[src/rtl/tsts_pkg.sv]
// ----------------------------------------------------------------------------
// tsts_pkg
// Shared types, codes and constants of the time-slice task scheduler.
// ----------------------------------------------------------------------------
package tsts_pkg;

   // Default number of task slots and the slot index width the records carry.
   localparam int NUM_SLOTS_DEF = 16;
   localparam int IDX_W         = 6;

   // Operation codes of a request transaction.
   localparam logic [2:0] FN_TICK  = 3'd0;
   localparam logic [2:0] FN_SLEEP = 3'd1;
   localparam logic [2:0] FN_YIELD = 3'd2;
   localparam logic [2:0] FN_WRITE = 3'd3;
   localparam logic [2:0] FN_MASK  = 3'd4;

   // Task status codes.
   localparam logic [2:0] ST_RUN      = 3'd0;
   localparam logic [2:0] ST_SLEEP    = 3'd1;
   localparam logic [2:0] ST_STOP     = 3'd2;
   localparam logic [2:0] ST_BLOCK    = 3'd3;
   localparam logic [2:0] ST_EXIT     = 3'd4;
   localparam logic [2:0] ST_DISPOSED = 3'd5;

   // Command broadcast from the sequencer to every slot cell.
   typedef struct packed {
      logic             wr;
      logic             dec;
      logic             sleep;
      logic             clean;
      logic             refill;
      logic [IDX_W-1:0] cur;
      logic [IDX_W-1:0] wslot;
      logic             present;
      logic [2:0]       status;
      logic [7:0]       prio;
      logic [8:0]       counter;
      logic [31:0]      wake;
      logic [31:0]      now;
   } cmd_type;

   // Best candidate handed from one cell to the next.
   typedef struct packed {
      logic             found;
      logic [8:0]       counter;
      logic [IDX_W-1:0] idx;
   } best_type;

endpackage

[src/rtl/tsts_req_if.sv]
// ----------------------------------------------------------------------------
// tsts_req_if
// Request channel: valid, ready and one request transaction.
// ----------------------------------------------------------------------------
interface tsts_req_if;
   logic        valid;
   logic        ready;
   logic [2:0]  func;
   logic [31:0] now_ms;
   logic [15:0] duration_ms;
   logic [3:0]  slot;
   logic        present;
   logic [2:0]  status;
   logic [7:0]  priority_req;
   logic [8:0]  counter_value;
   logic        mask;

   modport source (output valid, func, now_ms, duration_ms, slot, present, status,
                   priority_req, counter_value, mask, input ready);
   modport sink   (input valid, func, now_ms, duration_ms, slot, present, status,
                   priority_req, counter_value, mask, output ready);
endinterface

[src/rtl/tsts_rsp_if.sv]
// ----------------------------------------------------------------------------
// tsts_rsp_if
// Response channel: valid, ready and one response transaction.
// ----------------------------------------------------------------------------
interface tsts_rsp_if;
   logic       valid;
   logic       ready;
   logic       scheduled;
   logic [3:0] current_slot;
   logic [8:0] current_counter;

   modport source (output valid, scheduled, current_slot, current_counter,
                   input ready);
   modport sink   (input valid, scheduled, current_slot, current_counter,
                   output ready);
endinterface

[src/rtl/tsts_cell.sv]
// ----------------------------------------------------------------------------
// tsts_cell
// One task slot: its state, the broadcast commands acting on it, and one
// registered stage of the maximum-counter selection chain.
// ----------------------------------------------------------------------------
module tsts_cell #(
   parameter int IDX = 0
) (
   input  logic                clock,
   input  logic                reset,
   input  tsts_pkg::cmd_type   cmd,
   input  tsts_pkg::best_type  best_i,
   output tsts_pkg::best_type  best_o,
   output logic                present_o,
   output logic [8:0]          counter_o
);

   logic               present_ff, present_in;
   logic [2:0]         status_ff, status_in;
   logic [8:0]         counter_ff, counter_in;
   logic [7:0]         prio_ff, prio_in;
   logic [31:0]        wake_ff, wake_in;
   tsts_pkg::best_type best_ff, best_in;

   logic is_cur, is_wr, dying, cand;

   assign is_cur = (cmd.cur == tsts_pkg::IDX_W'(IDX));
   assign is_wr  = cmd.wr && (cmd.wslot == tsts_pkg::IDX_W'(IDX));
   assign dying  = (status_ff == tsts_pkg::ST_EXIT) || (status_ff == tsts_pkg::ST_DISPOSED);

   // Slot state update from the broadcast command.
   always_comb begin
      present_in = present_ff;
      status_in  = status_ff;
      counter_in = counter_ff;
      prio_in    = prio_ff;
      wake_in    = wake_ff;
      if (is_wr) begin
         present_in = cmd.present;
         status_in  = cmd.status;
         prio_in    = cmd.prio;
         counter_in = cmd.counter;
      end
      if (cmd.dec && is_cur && counter_ff != 9'd0) begin
         counter_in = counter_ff - 9'd1;
      end
      if (cmd.sleep && is_cur) begin
         wake_in   = cmd.wake;
         status_in = tsts_pkg::ST_SLEEP;
      end
      if (cmd.clean && present_ff) begin
         if (dying) begin
            if (!is_cur) begin
               present_in = 1'b0;
            end
         end else if (status_ff != tsts_pkg::ST_STOP && status_ff != tsts_pkg::ST_BLOCK &&
                      cmd.now > wake_ff) begin
            status_in = tsts_pkg::ST_RUN;
         end
      end
      if (cmd.refill && present_ff) begin
         counter_in = {1'b0, prio_ff} + {1'b0, counter_ff[8:1]};
      end
   end

   // Selection stage: a strictly larger counter replaces the incoming best, so
   // the lower index keeps ties.
   assign cand = present_ff && (status_ff == tsts_pkg::ST_RUN);

   always_comb begin
      best_in = best_i;
      if (cand && (!best_i.found || counter_ff > best_i.counter)) begin
         best_in.found   = 1'b1;
         best_in.counter = counter_ff;
         best_in.idx     = tsts_pkg::IDX_W'(IDX);
      end
   end

   always_ff @(posedge clock) begin
      if (reset) begin
         present_ff <= 1'b0;
         status_ff  <= tsts_pkg::ST_RUN;
         counter_ff <= 9'd0;
         prio_ff    <= 8'd1;
         wake_ff    <= 32'd0;
         best_ff    <= '0;
      end else begin
         present_ff <= present_in;
         status_ff  <= status_in;
         counter_ff <= counter_in;
         prio_ff    <= prio_in;
         wake_ff    <= wake_in;
         best_ff    <= best_in;
      end
   end

   assign best_o    = best_ff;
   assign present_o = present_ff;
   assign counter_o = counter_ff;

endmodule

[src/rtl/time_slice_task_scheduler.sv]
// ----------------------------------------------------------------------------
// time_slice_task_scheduler
// Sequencer over a chain of slot cells; one request in, one response out.
// ----------------------------------------------------------------------------
// Sequence: write, mask and non-scheduling ticks go from the accepting state
// straight to the response state. A schedule pass runs clean, one scan and
// evaluation, plus a second scan and evaluation when the counters are refilled;
// each scan ripples the best candidate through the cell chain one cell per cycle. One request is in work at a time.
// Reset is synchronous: the slot table is cleared, priorities set to one.
// ----------------------------------------------------------------------------
module time_slice_task_scheduler #(
   parameter int NUM_SLOTS = tsts_pkg::NUM_SLOTS_DEF
) (
   input  logic       clock,
   input  logic       reset,
   tsts_req_if.sink   req_ch,
   tsts_rsp_if.source rsp_ch
);

   localparam int IW = (NUM_SLOTS > 1) ? $clog2(NUM_SLOTS) : 1;
   localparam int XW = (IW > 4) ? IW : 4;

   typedef enum logic [4:0] {
      S_IDLE  = 5'b00001,
      S_CLEAN = 5'b00010,
      S_SCAN  = 5'b00100,
      S_EVAL  = 5'b01000,
      S_DONE  = 5'b10000
   } state_type;

   state_type          state_ff, state_in;
   logic [IW-1:0]      running_ff, running_in;
   logic [IW-1:0]      scan_ff, scan_in;
   logic               pass2_ff, pass2_in;
   logic               sched_ff, sched_in;
   logic               masked_ff, masked_in;
   logic [31:0]        now_ff, now_in;
   logic               rsp_valid_ff, rsp_valid_in;
   logic               rsp_sched_ff, rsp_sched_in;
   logic [3:0]         rsp_slot_ff, rsp_slot_in;
   logic [8:0]         rsp_cnt_ff, rsp_cnt_in;

   tsts_pkg::cmd_type  cmd;
   tsts_pkg::best_type best_w [NUM_SLOTS+1];
   logic [8:0]         counter_w [NUM_SLOTS];
   logic               present_w [NUM_SLOTS];
   logic [8:0]         cur_cnt;
   logic [32:0]        wake_sum;
   logic [XW-1:0]      run_ext;
   logic               accept;

   // Cell chain.
   assign best_w[0] = '0;
   for (genvar g = 0; g < NUM_SLOTS; g++) begin : g_cell
      tsts_cell #(.IDX(g)) u_cell (
         .clock     (clock),
         .reset     (reset),
         .cmd       (cmd),
         .best_i    (best_w[g]),
         .best_o    (best_w[g+1]),
         .present_o (present_w[g]),
         .counter_o (counter_w[g])
      );
   end

   assign cur_cnt  = counter_w[running_ff];
   assign wake_sum = {1'b0, req_ch.now_ms} + {17'b0, req_ch.duration_ms};
   assign accept   = req_ch.valid && req_ch.ready;
   assign run_ext  = XW'(running_ff);
   assign req_ch.ready = (state_ff == S_IDLE);

   // Sequencer and command broadcast.
   always_comb begin
      state_in     = state_ff;
      running_in   = running_ff;
      scan_in      = scan_ff;
      pass2_in     = pass2_ff;
      sched_in     = sched_ff;
      masked_in    = masked_ff;
      now_in       = now_ff;
      rsp_valid_in = rsp_valid_ff && !rsp_ch.ready;
      rsp_sched_in = rsp_sched_ff;
      rsp_slot_in  = rsp_slot_ff;
      rsp_cnt_in   = rsp_cnt_ff;

      cmd         = '0;
      cmd.cur     = tsts_pkg::IDX_W'(running_ff);
      cmd.wslot   = tsts_pkg::IDX_W'(req_ch.slot);
      cmd.present = req_ch.present;
      cmd.status  = req_ch.status;
      cmd.prio    = req_ch.priority_req;
      cmd.counter = req_ch.counter_value;
      cmd.wake    = wake_sum[32] ? 32'hFFFF_FFFF : wake_sum[31:0];
      cmd.now     = now_ff;

      unique case (state_ff)
         S_IDLE: begin
            if (accept) begin
               now_in   = req_ch.now_ms;
               sched_in = 1'b0;
               pass2_in = 1'b0;
               state_in = S_DONE;
               case (req_ch.func)
                  tsts_pkg::FN_TICK: begin
                     if (!masked_ff) begin
                        cmd.dec = 1'b1;
                        if (cur_cnt <= 9'd1) begin
                           state_in = S_CLEAN;
                        end
                     end
                  end
                  tsts_pkg::FN_SLEEP: begin
                     cmd.sleep = 1'b1;
                     state_in  = S_CLEAN;
                  end
                  tsts_pkg::FN_YIELD: state_in = S_CLEAN;
                  tsts_pkg::FN_WRITE: begin
                     cmd.wr = ({28'b0, req_ch.slot} < 32'(NUM_SLOTS));
                  end
                  tsts_pkg::FN_MASK: masked_in = req_ch.mask;
                  default: ;
               endcase
            end
         end
         S_CLEAN: begin
            cmd.clean = 1'b1;
            scan_in   = '0;
            state_in  = S_SCAN;
         end
         S_SCAN: begin
            scan_in = scan_ff + IW'(1);
            if (scan_ff == IW'(NUM_SLOTS - 1)) begin
               state_in = S_EVAL;
            end
         end
         S_EVAL: begin
            if (best_w[NUM_SLOTS].found && best_w[NUM_SLOTS].counter == 9'd0 && !pass2_ff) begin
               // Every running counter is spent: refill and scan once more.
               cmd.refill = 1'b1;
               pass2_in   = 1'b1;
               scan_in    = '0;
               state_in   = S_SCAN;
            end else begin
               if (best_w[NUM_SLOTS].found) begin
                  running_in = best_w[NUM_SLOTS].idx[IW-1:0];
                  sched_in   = 1'b1;
               end else if (present_w[0]) begin
                  running_in = '0;
                  sched_in   = 1'b1;
               end
               state_in = S_DONE;
            end
         end
         S_DONE: begin
            if (!rsp_valid_ff || rsp_ch.ready) begin
               rsp_valid_in = 1'b1;
               rsp_sched_in = sched_ff;
               rsp_slot_in  = run_ext[3:0];
               rsp_cnt_in   = cur_cnt;
               state_in     = S_IDLE;
            end
         end
         default: state_in = S_IDLE;
      endcase
   end

   always_ff @(posedge clock) begin
      if (reset) begin
         state_ff     <= S_IDLE;
         running_ff   <= '0;
         scan_ff      <= '0;
         pass2_ff     <= 1'b0;
         sched_ff     <= 1'b0;
         masked_ff    <= 1'b0;
         rsp_valid_ff <= 1'b0;
      end else begin
         state_ff     <= state_in;
         running_ff   <= running_in;
         scan_ff      <= scan_in;
         pass2_ff     <= pass2_in;
         sched_ff     <= sched_in;
         masked_ff    <= masked_in;
         rsp_valid_ff <= rsp_valid_in;
      end
   end

   // Payload registers.
   always_ff @(posedge clock) begin
      now_ff       <= now_in;
      rsp_sched_ff <= rsp_sched_in;
      rsp_slot_ff  <= rsp_slot_in;
      rsp_cnt_ff   <= rsp_cnt_in;
   end

   assign rsp_ch.valid           = rsp_valid_ff;
   assign rsp_ch.scheduled       = rsp_sched_ff;
   assign rsp_ch.current_slot    = rsp_slot_ff;
   assign rsp_ch.current_counter = rsp_cnt_ff;

endmodule
[src/flat_wrapper.sv]
// flat-port wrapper written by rule: the top's interface ports become plain ports
module time_slice_task_scheduler_flat 
#(
   parameter int NUM_SLOTS = tsts_pkg::NUM_SLOTS_DEF
)
  (clock, reset, req_ch_valid, req_ch_func, req_ch_now_ms, req_ch_duration_ms, req_ch_slot, req_ch_present, req_ch_status, req_ch_priority_req, req_ch_counter_value, req_ch_mask, req_ch_ready, rsp_ch_valid, rsp_ch_scheduled, rsp_ch_current_slot, rsp_ch_current_counter, rsp_ch_ready);
  tsts_req_if req_ch_i ();
  tsts_rsp_if rsp_ch_i ();
  input  logic clock;
  input  logic reset;
  input wire logic [$bits(req_ch_i.valid)-1:0] req_ch_valid;
  input wire logic [$bits(req_ch_i.func)-1:0] req_ch_func;
  input wire logic [$bits(req_ch_i.now_ms)-1:0] req_ch_now_ms;
  input wire logic [$bits(req_ch_i.duration_ms)-1:0] req_ch_duration_ms;
  input wire logic [$bits(req_ch_i.slot)-1:0] req_ch_slot;
  input wire logic [$bits(req_ch_i.present)-1:0] req_ch_present;
  input wire logic [$bits(req_ch_i.status)-1:0] req_ch_status;
  input wire logic [$bits(req_ch_i.priority_req)-1:0] req_ch_priority_req;
  input wire logic [$bits(req_ch_i.counter_value)-1:0] req_ch_counter_value;
  input wire logic [$bits(req_ch_i.mask)-1:0] req_ch_mask;
  output wire logic [$bits(req_ch_i.ready)-1:0] req_ch_ready;
  output wire logic [$bits(rsp_ch_i.valid)-1:0] rsp_ch_valid;
  output wire logic [$bits(rsp_ch_i.scheduled)-1:0] rsp_ch_scheduled;
  output wire logic [$bits(rsp_ch_i.current_slot)-1:0] rsp_ch_current_slot;
  output wire logic [$bits(rsp_ch_i.current_counter)-1:0] rsp_ch_current_counter;
  input wire logic [$bits(rsp_ch_i.ready)-1:0] rsp_ch_ready;
  assign req_ch_i.valid = req_ch_valid;
  assign req_ch_i.func = req_ch_func;
  assign req_ch_i.now_ms = req_ch_now_ms;
  assign req_ch_i.duration_ms = req_ch_duration_ms;
  assign req_ch_i.slot = req_ch_slot;
  assign req_ch_i.present = req_ch_present;
  assign req_ch_i.status = req_ch_status;
  assign req_ch_i.priority_req = req_ch_priority_req;
  assign req_ch_i.counter_value = req_ch_counter_value;
  assign req_ch_i.mask = req_ch_mask;
  assign req_ch_ready = req_ch_i.ready;
  assign rsp_ch_valid = rsp_ch_i.valid;
  assign rsp_ch_scheduled = rsp_ch_i.scheduled;
  assign rsp_ch_current_slot = rsp_ch_i.current_slot;
  assign rsp_ch_current_counter = rsp_ch_i.current_counter;
  assign rsp_ch_i.ready = rsp_ch_ready;
  time_slice_task_scheduler #(.NUM_SLOTS(NUM_SLOTS)) u_core (.clock(clock), .reset(reset), .req_ch(req_ch_i), .rsp_ch(rsp_ch_i));
endmodule
[config.mk]
export PLATFORM = sky130hd
export DESIGN_NAME = time_slice_task_scheduler_flat
export DESIGN_NICKNAME = d
export VERILOG_FILES = /design/src/rtl/tsts_pkg.sv /design/src/rtl/tsts_req_if.sv /design/src/rtl/tsts_rsp_if.sv /design/src/rtl/tsts_cell.sv /design/src/rtl/time_slice_task_scheduler.sv /design/src/flat_wrapper.sv
export SDC_FILE = /design/constraint.sdc
export NUM_CORES = 2
export LEC_CHECK = 0
export BUFFER_PORTS_ARGS = -buffer_cell sky130_fd_sc_hd__buf_2
export CAP_MARGIN = 10
export CORE_UTILIZATION = 55
export DETAILED_ROUTE_END_ITERATION = 10
export HOLD_SLACK_MARGIN = 0.15
export PLACE_DENSITY = 0.71
export REMOVE_ABC_BUFFERS = 1
export SETUP_SLACK_MARGIN = 0.3
export SLEW_MARGIN = 20
export SYNTH_ARGS = -nofsm -noshare
export SYNTH_HDL_FRONTEND = slang
export SYNTH_SLANG_ARGS = --single-unit
[constraint.sdc]
create_clock -name clock -period 5.5 [get_ports clock]
set_input_delay 0.55 -clock clock [delete_from_list [all_inputs] [get_ports clock]]
set_output_delay 0.55 -clock clock [all_outputs]
set_load 0.01 [all_outputs]
==> results by stage <==
Worst setup path:
- The data required time of the critical path is a little over 6000 ps.
- For the worst setup path, the data arrival time is around 4600 ps.
- Grouping stages by cell kind, the critical path spends the most delay in simple AND/OR/NAND/NOR gates.
- The slowest stage of the critical path belongs to the cell nor3_1.
- The peak per-stage delay on the critical path is approximately 680 ps.
- Together, buffers and inverters on the worst path number 1.
- Of all nets on the critical path, the largest fanout is 10.
- The endpoint kind of the worst setup timing path is a flop.
- The library cell appearing most often on the critical path is and4_1.
- The worst setup path category is reg -> reg.
- STA classifies the critical path startpoint as a flop.
- The signal on the critical path passes through buf_4 > ha_1 > and4_1 > nand4_1 > nor3_1 > and4_1 > nor3b_1 > a211o_1 > nand3_1 > a21oi_1.

Outcome:
- The flow ran to the end, and the final reports show no timing, DRC or antenna violations.

STA:
- The final period demand of the worst path is between 3000 and 4000 ps.
- The setup TNS is 0 ps.
- Setup repair after global routing left no endpoint under its margin.
- Setup violations remaining at the end of the flow were counted as 0.
- The maximum operating frequency is roughly 0.26 GHz.
- Between clock sinks in the finished design, the worst skew comes to just over 40 ps.
- The headroom to the max-slew limit is a little over a fifth.
- For the pin with the worst max-slew slack, the measured transition is between 1000 and 1500 ps.
- In the finished design, the share of the clock period the worst path needs comes to a little over two thirds.
- The max-slew violation count came to 0.
- The hold violation count in the final report is 0.

Floorplanning:
- The number of top-level pins is 97.
- The effective utilization at floorplan is 55.5%.
- The area of the core is between 100000 and 150000 µm².
- The die width is roughly 350 µm.
- Row generation in the floorplan step produced ~130 rows.
- The vertical extent of the die is 350 µm.
- The floorplan step defined a die boundary enclosing roughly 120000 µm².

Power and ir drop:
- In this run the static leakage power is between 20 and 30 nW.
- Across the VDD grid, the largest voltage drop is ~0.33 mV.
- The post-layout total power is about 19 mW.
- The power per standard cell area is 261 nW/µm².

Yosys:
- Counting flops with an async set or reset pin after synthesis yields a share of 0%.
- The synthesized design contains between 1000 and 1500 register bits.
- After synthesis, the most frequently instantiated cells are 1074 x dfxtp_1, 914 x nand2_1, 808 x ha_1, 792 x inv_1, 764 x a21oi_1.
- By area the synthesized netlist is led by dfxtp_1 32%, ha_1 15%, a21oi_1 5.7%.
- The average instance in the mapped netlist occupies roughly 8 µm².
- dfxtp_1 is the most common cell in the netlist.
- The largest total area in the synthesized netlist belongs to dfxtp_1.
- The part of the Yosys area used for sequential elements is between 30% and 40%.
- The fraction of post-synthesis cell area in the top cell type by area is 32.3%.
- The count of flip-flops with a built-in enable after synthesis is 46.
- The post-synthesis instance total is between 8000 and 9000.
- The Yosys step of the flow raised 0 warnings.
- The cell area after synthesis is ~67000 µm².
- In the synthesized netlist the dominant register cell turns out to be dfxtp_1.
- Synthesis instantiated between 90 and 100 different standard cells from the library.

Clock network:
- The root buffer selected by CTS is clkbuf_16.
- The H-tree was split into 4 levels.
- After clock tree synthesis, the setup repair step added 0 buffers.
- The maximum buffer depth of the clock tree is 3.
- Buffers inserted during clock tree synthesis total between 100 and 150.
- The clock tree from TritonCTS is built.
- The clock insertion delay at the later pin of the skew report is between 700 and 800 ps.
- The register clock-pin slew on the reported worst setup and hold paths is approximately 60 ps.
- The tree built by TritonCTS fans out to ~1100 sinks.

Global routing:
- The global route total overflow is 0.
- The number of global-route vias before repair is between 50000 and 60000.
- The combined global-route utilization of all metal layers is 37.2%.
- The number of antenna violations at the first check in global routing is 11.
- Entering global routing, the biggest net connects approximately 190 pins.
- The first global-routing pass estimated 347000 µm of wire.

Finish:
- From synthesis to final layout, the design area changed by 10.1%.
- Of the cells placed in the final design, the portion with a size suffix greater than 1 is 6.63%.
- The layout has 10600 filler cells.
- The total number of nets in the final design is roughly 9000.

Drt:
- The number of detailed-routing iterations run before antenna repair is 8.
- The DRC violation total after the first TritonRoute iteration is ~6000.
- Dividing the detail-routed wire length by the instance count gives roughly 24 µm.
- The total routed wirelength is 231000 µm.
- In this run the remaining antenna-violating nets after routing total 0.
- In the routed design, unresolved DRC markers number 0.
- The routed layout has 61100 vias.
- The routed via count divided by cell count is roughly 6.2.

Placement:
- Detailed placement finished with a half-perimeter wire length of approximately 160000 µm.
- The number of input and output port buffers inserted is 96.
- The congestion estimate from routability-driven global placement came to ~1.

Min path:
- The path class of the tightest hold or removal check is in -> reg.

Run:
- Across the run, the number of max-cap violations was 0.
flip-flops by register name, indices dropped and copies added, names as in the netlist, 4 cells and up:
register / cells
u_core.rsp_ch.current_slot: 4
u_core.run_ext: 4
u_core.scan_ff: 4
u_core.g_cell.u_cell.status_ff: 48
u_core.state_ff: 5
u_core.g_cell.u_cell.present_o: 16
u_core.g_cell.u_cell.prio_ff: 128
u_core.g_cell.u_cell.best_o: 209
u_core.rsp_ch.current_counter: 9
u_core.now_ff: 32
u_core.g_cell.u_cell.counter_o: 144
u_core.g_cell.u_cell.wake_ff: 512
routing by layer:
metal	track usage, %	wire length (µm)	share of wire [%]	vias to the layer above
li1	-	-	-	28500
met1	46.2	91600	40	29000
met2	59.1	102000	44	2867
met3	6.02	19700	8.5	719
met4	25.7	17700	7.6	0
met5	0	0	0	-
placed cells by master, fill, tap and decap left out, types with 53 or more instances in the layout:
| cell type | synthesis | final |
|---|---|---|
| dfxtp_1 | 1074 | 1072 |
| nand2_1 | 914 | 914 |
| ha_1 | 808 | 808 |
| inv_1 | 792 | 791 |
| a21oi_1 | 764 | 761 |
| nor2_1 | 691 | 687 |
| o21ai_0 | 476 | 470 |
| a211oi_1 | 199 | 198 |
| nand3_1 | 192 | 192 |
| mux2i_1 | 154 | 154 |
| a21o_1 | 144 | 144 |
| clkbuf_16 | 0 | 139 |
| nor3_1 | 144 | 135 |
| buf_4 | 1 | 115 |
| nand4_1 | 112 | 112 |
| xnor2_1 | 108 | 108 |
| buf_2 | 60 | 95 |
| nor2b_1 | 81 | 81 |
| o21a_1 | 72 | 72 |
| xor2_1 | 67 | 67 |
| and3_1 | 58 | 58 |
| o211ai_1 | 53 | 53 |
power by group:
group	switching (mW)	leakage [nW]	total (mW)	internal, mW
Sequential	0.108	9.08	8.32	8.21
Clock	3.60	2.13	8.84	5.24
Combinational	1.35	16.3	1.99	0.633
repair_timing:
action,CTS,global route
hold buffers,34,0
gates resized for setup,0,0
endpoints found under the hold margin,34,0
area by class of cell:
type | instances | area (µm²) | area share [%]
Multi-Input combinational cell | 5829 | 39400 | 53.7
Sequential cell | 1120 | 22900 | 31.2
Clock buffer | 192 | 3950 | 5.38
Inverter | 792 | 2980 | 4.06
Tap cell | 1612 | 2020 | 2.75
Timing Repair Buffer | 249 | 1780 | 2.43
Clock inverter | 36 | 360 | 0.491
Antenna cell | 11 | 27.5 | 0.0375
worst paths after layout:
path                                                                    from                                               end  slack, ps  cells after the start
worst max-delay path                             u_core.now_ff[27]$_DFFE_PP_   u_core.g_cell[3].u_cell.status_ff[2]$_SDFF_PP0_       1610                     10
worst max register to register                   u_core.now_ff[27]$_DFFE_PP_   u_core.g_cell[3].u_cell.status_ff[2]$_SDFF_PP0_       1610                     10
worst min-delay path                                                   reset  u_core.g_cell[6].u_cell.wake_ff[16]$_SDFFE_PP0P_        240                      2
worst min register to register  u_core.g_cell[7].u_cell.best_o[0]$_SDFF_PP0_      u_core.g_cell[8].u_cell.best_o[0]$_SDFF_PP0_        430                      1
per-stage QoR:
step	hold WS, ps	cells	utilization [%]	setup WS (ps)	area (µm²)
after floorplan	405	7741	-	1320	65000
after global placement	414	9567	57.2	1710	68600
after detailed placement	420	9567	57.2	1640	68600
after CTS	228	9829	61.1	1660	73300
after global routing	272	9836	61.1	1510	73400
final	239	9841	61.2	1610	73400
kinds of logic after synthesis:
family / synth area share (%)
AOI/OAI and AO/OA: 19.3
xor gates and xnor gates: 2.30
muxes: 3.78
and+or+nand+nor: 17.6
DFF: 34.3
buffers and inverters: 6.93
adders and majority gates: 15.7
Note: power is estimated with default switching activity, not from simulation.
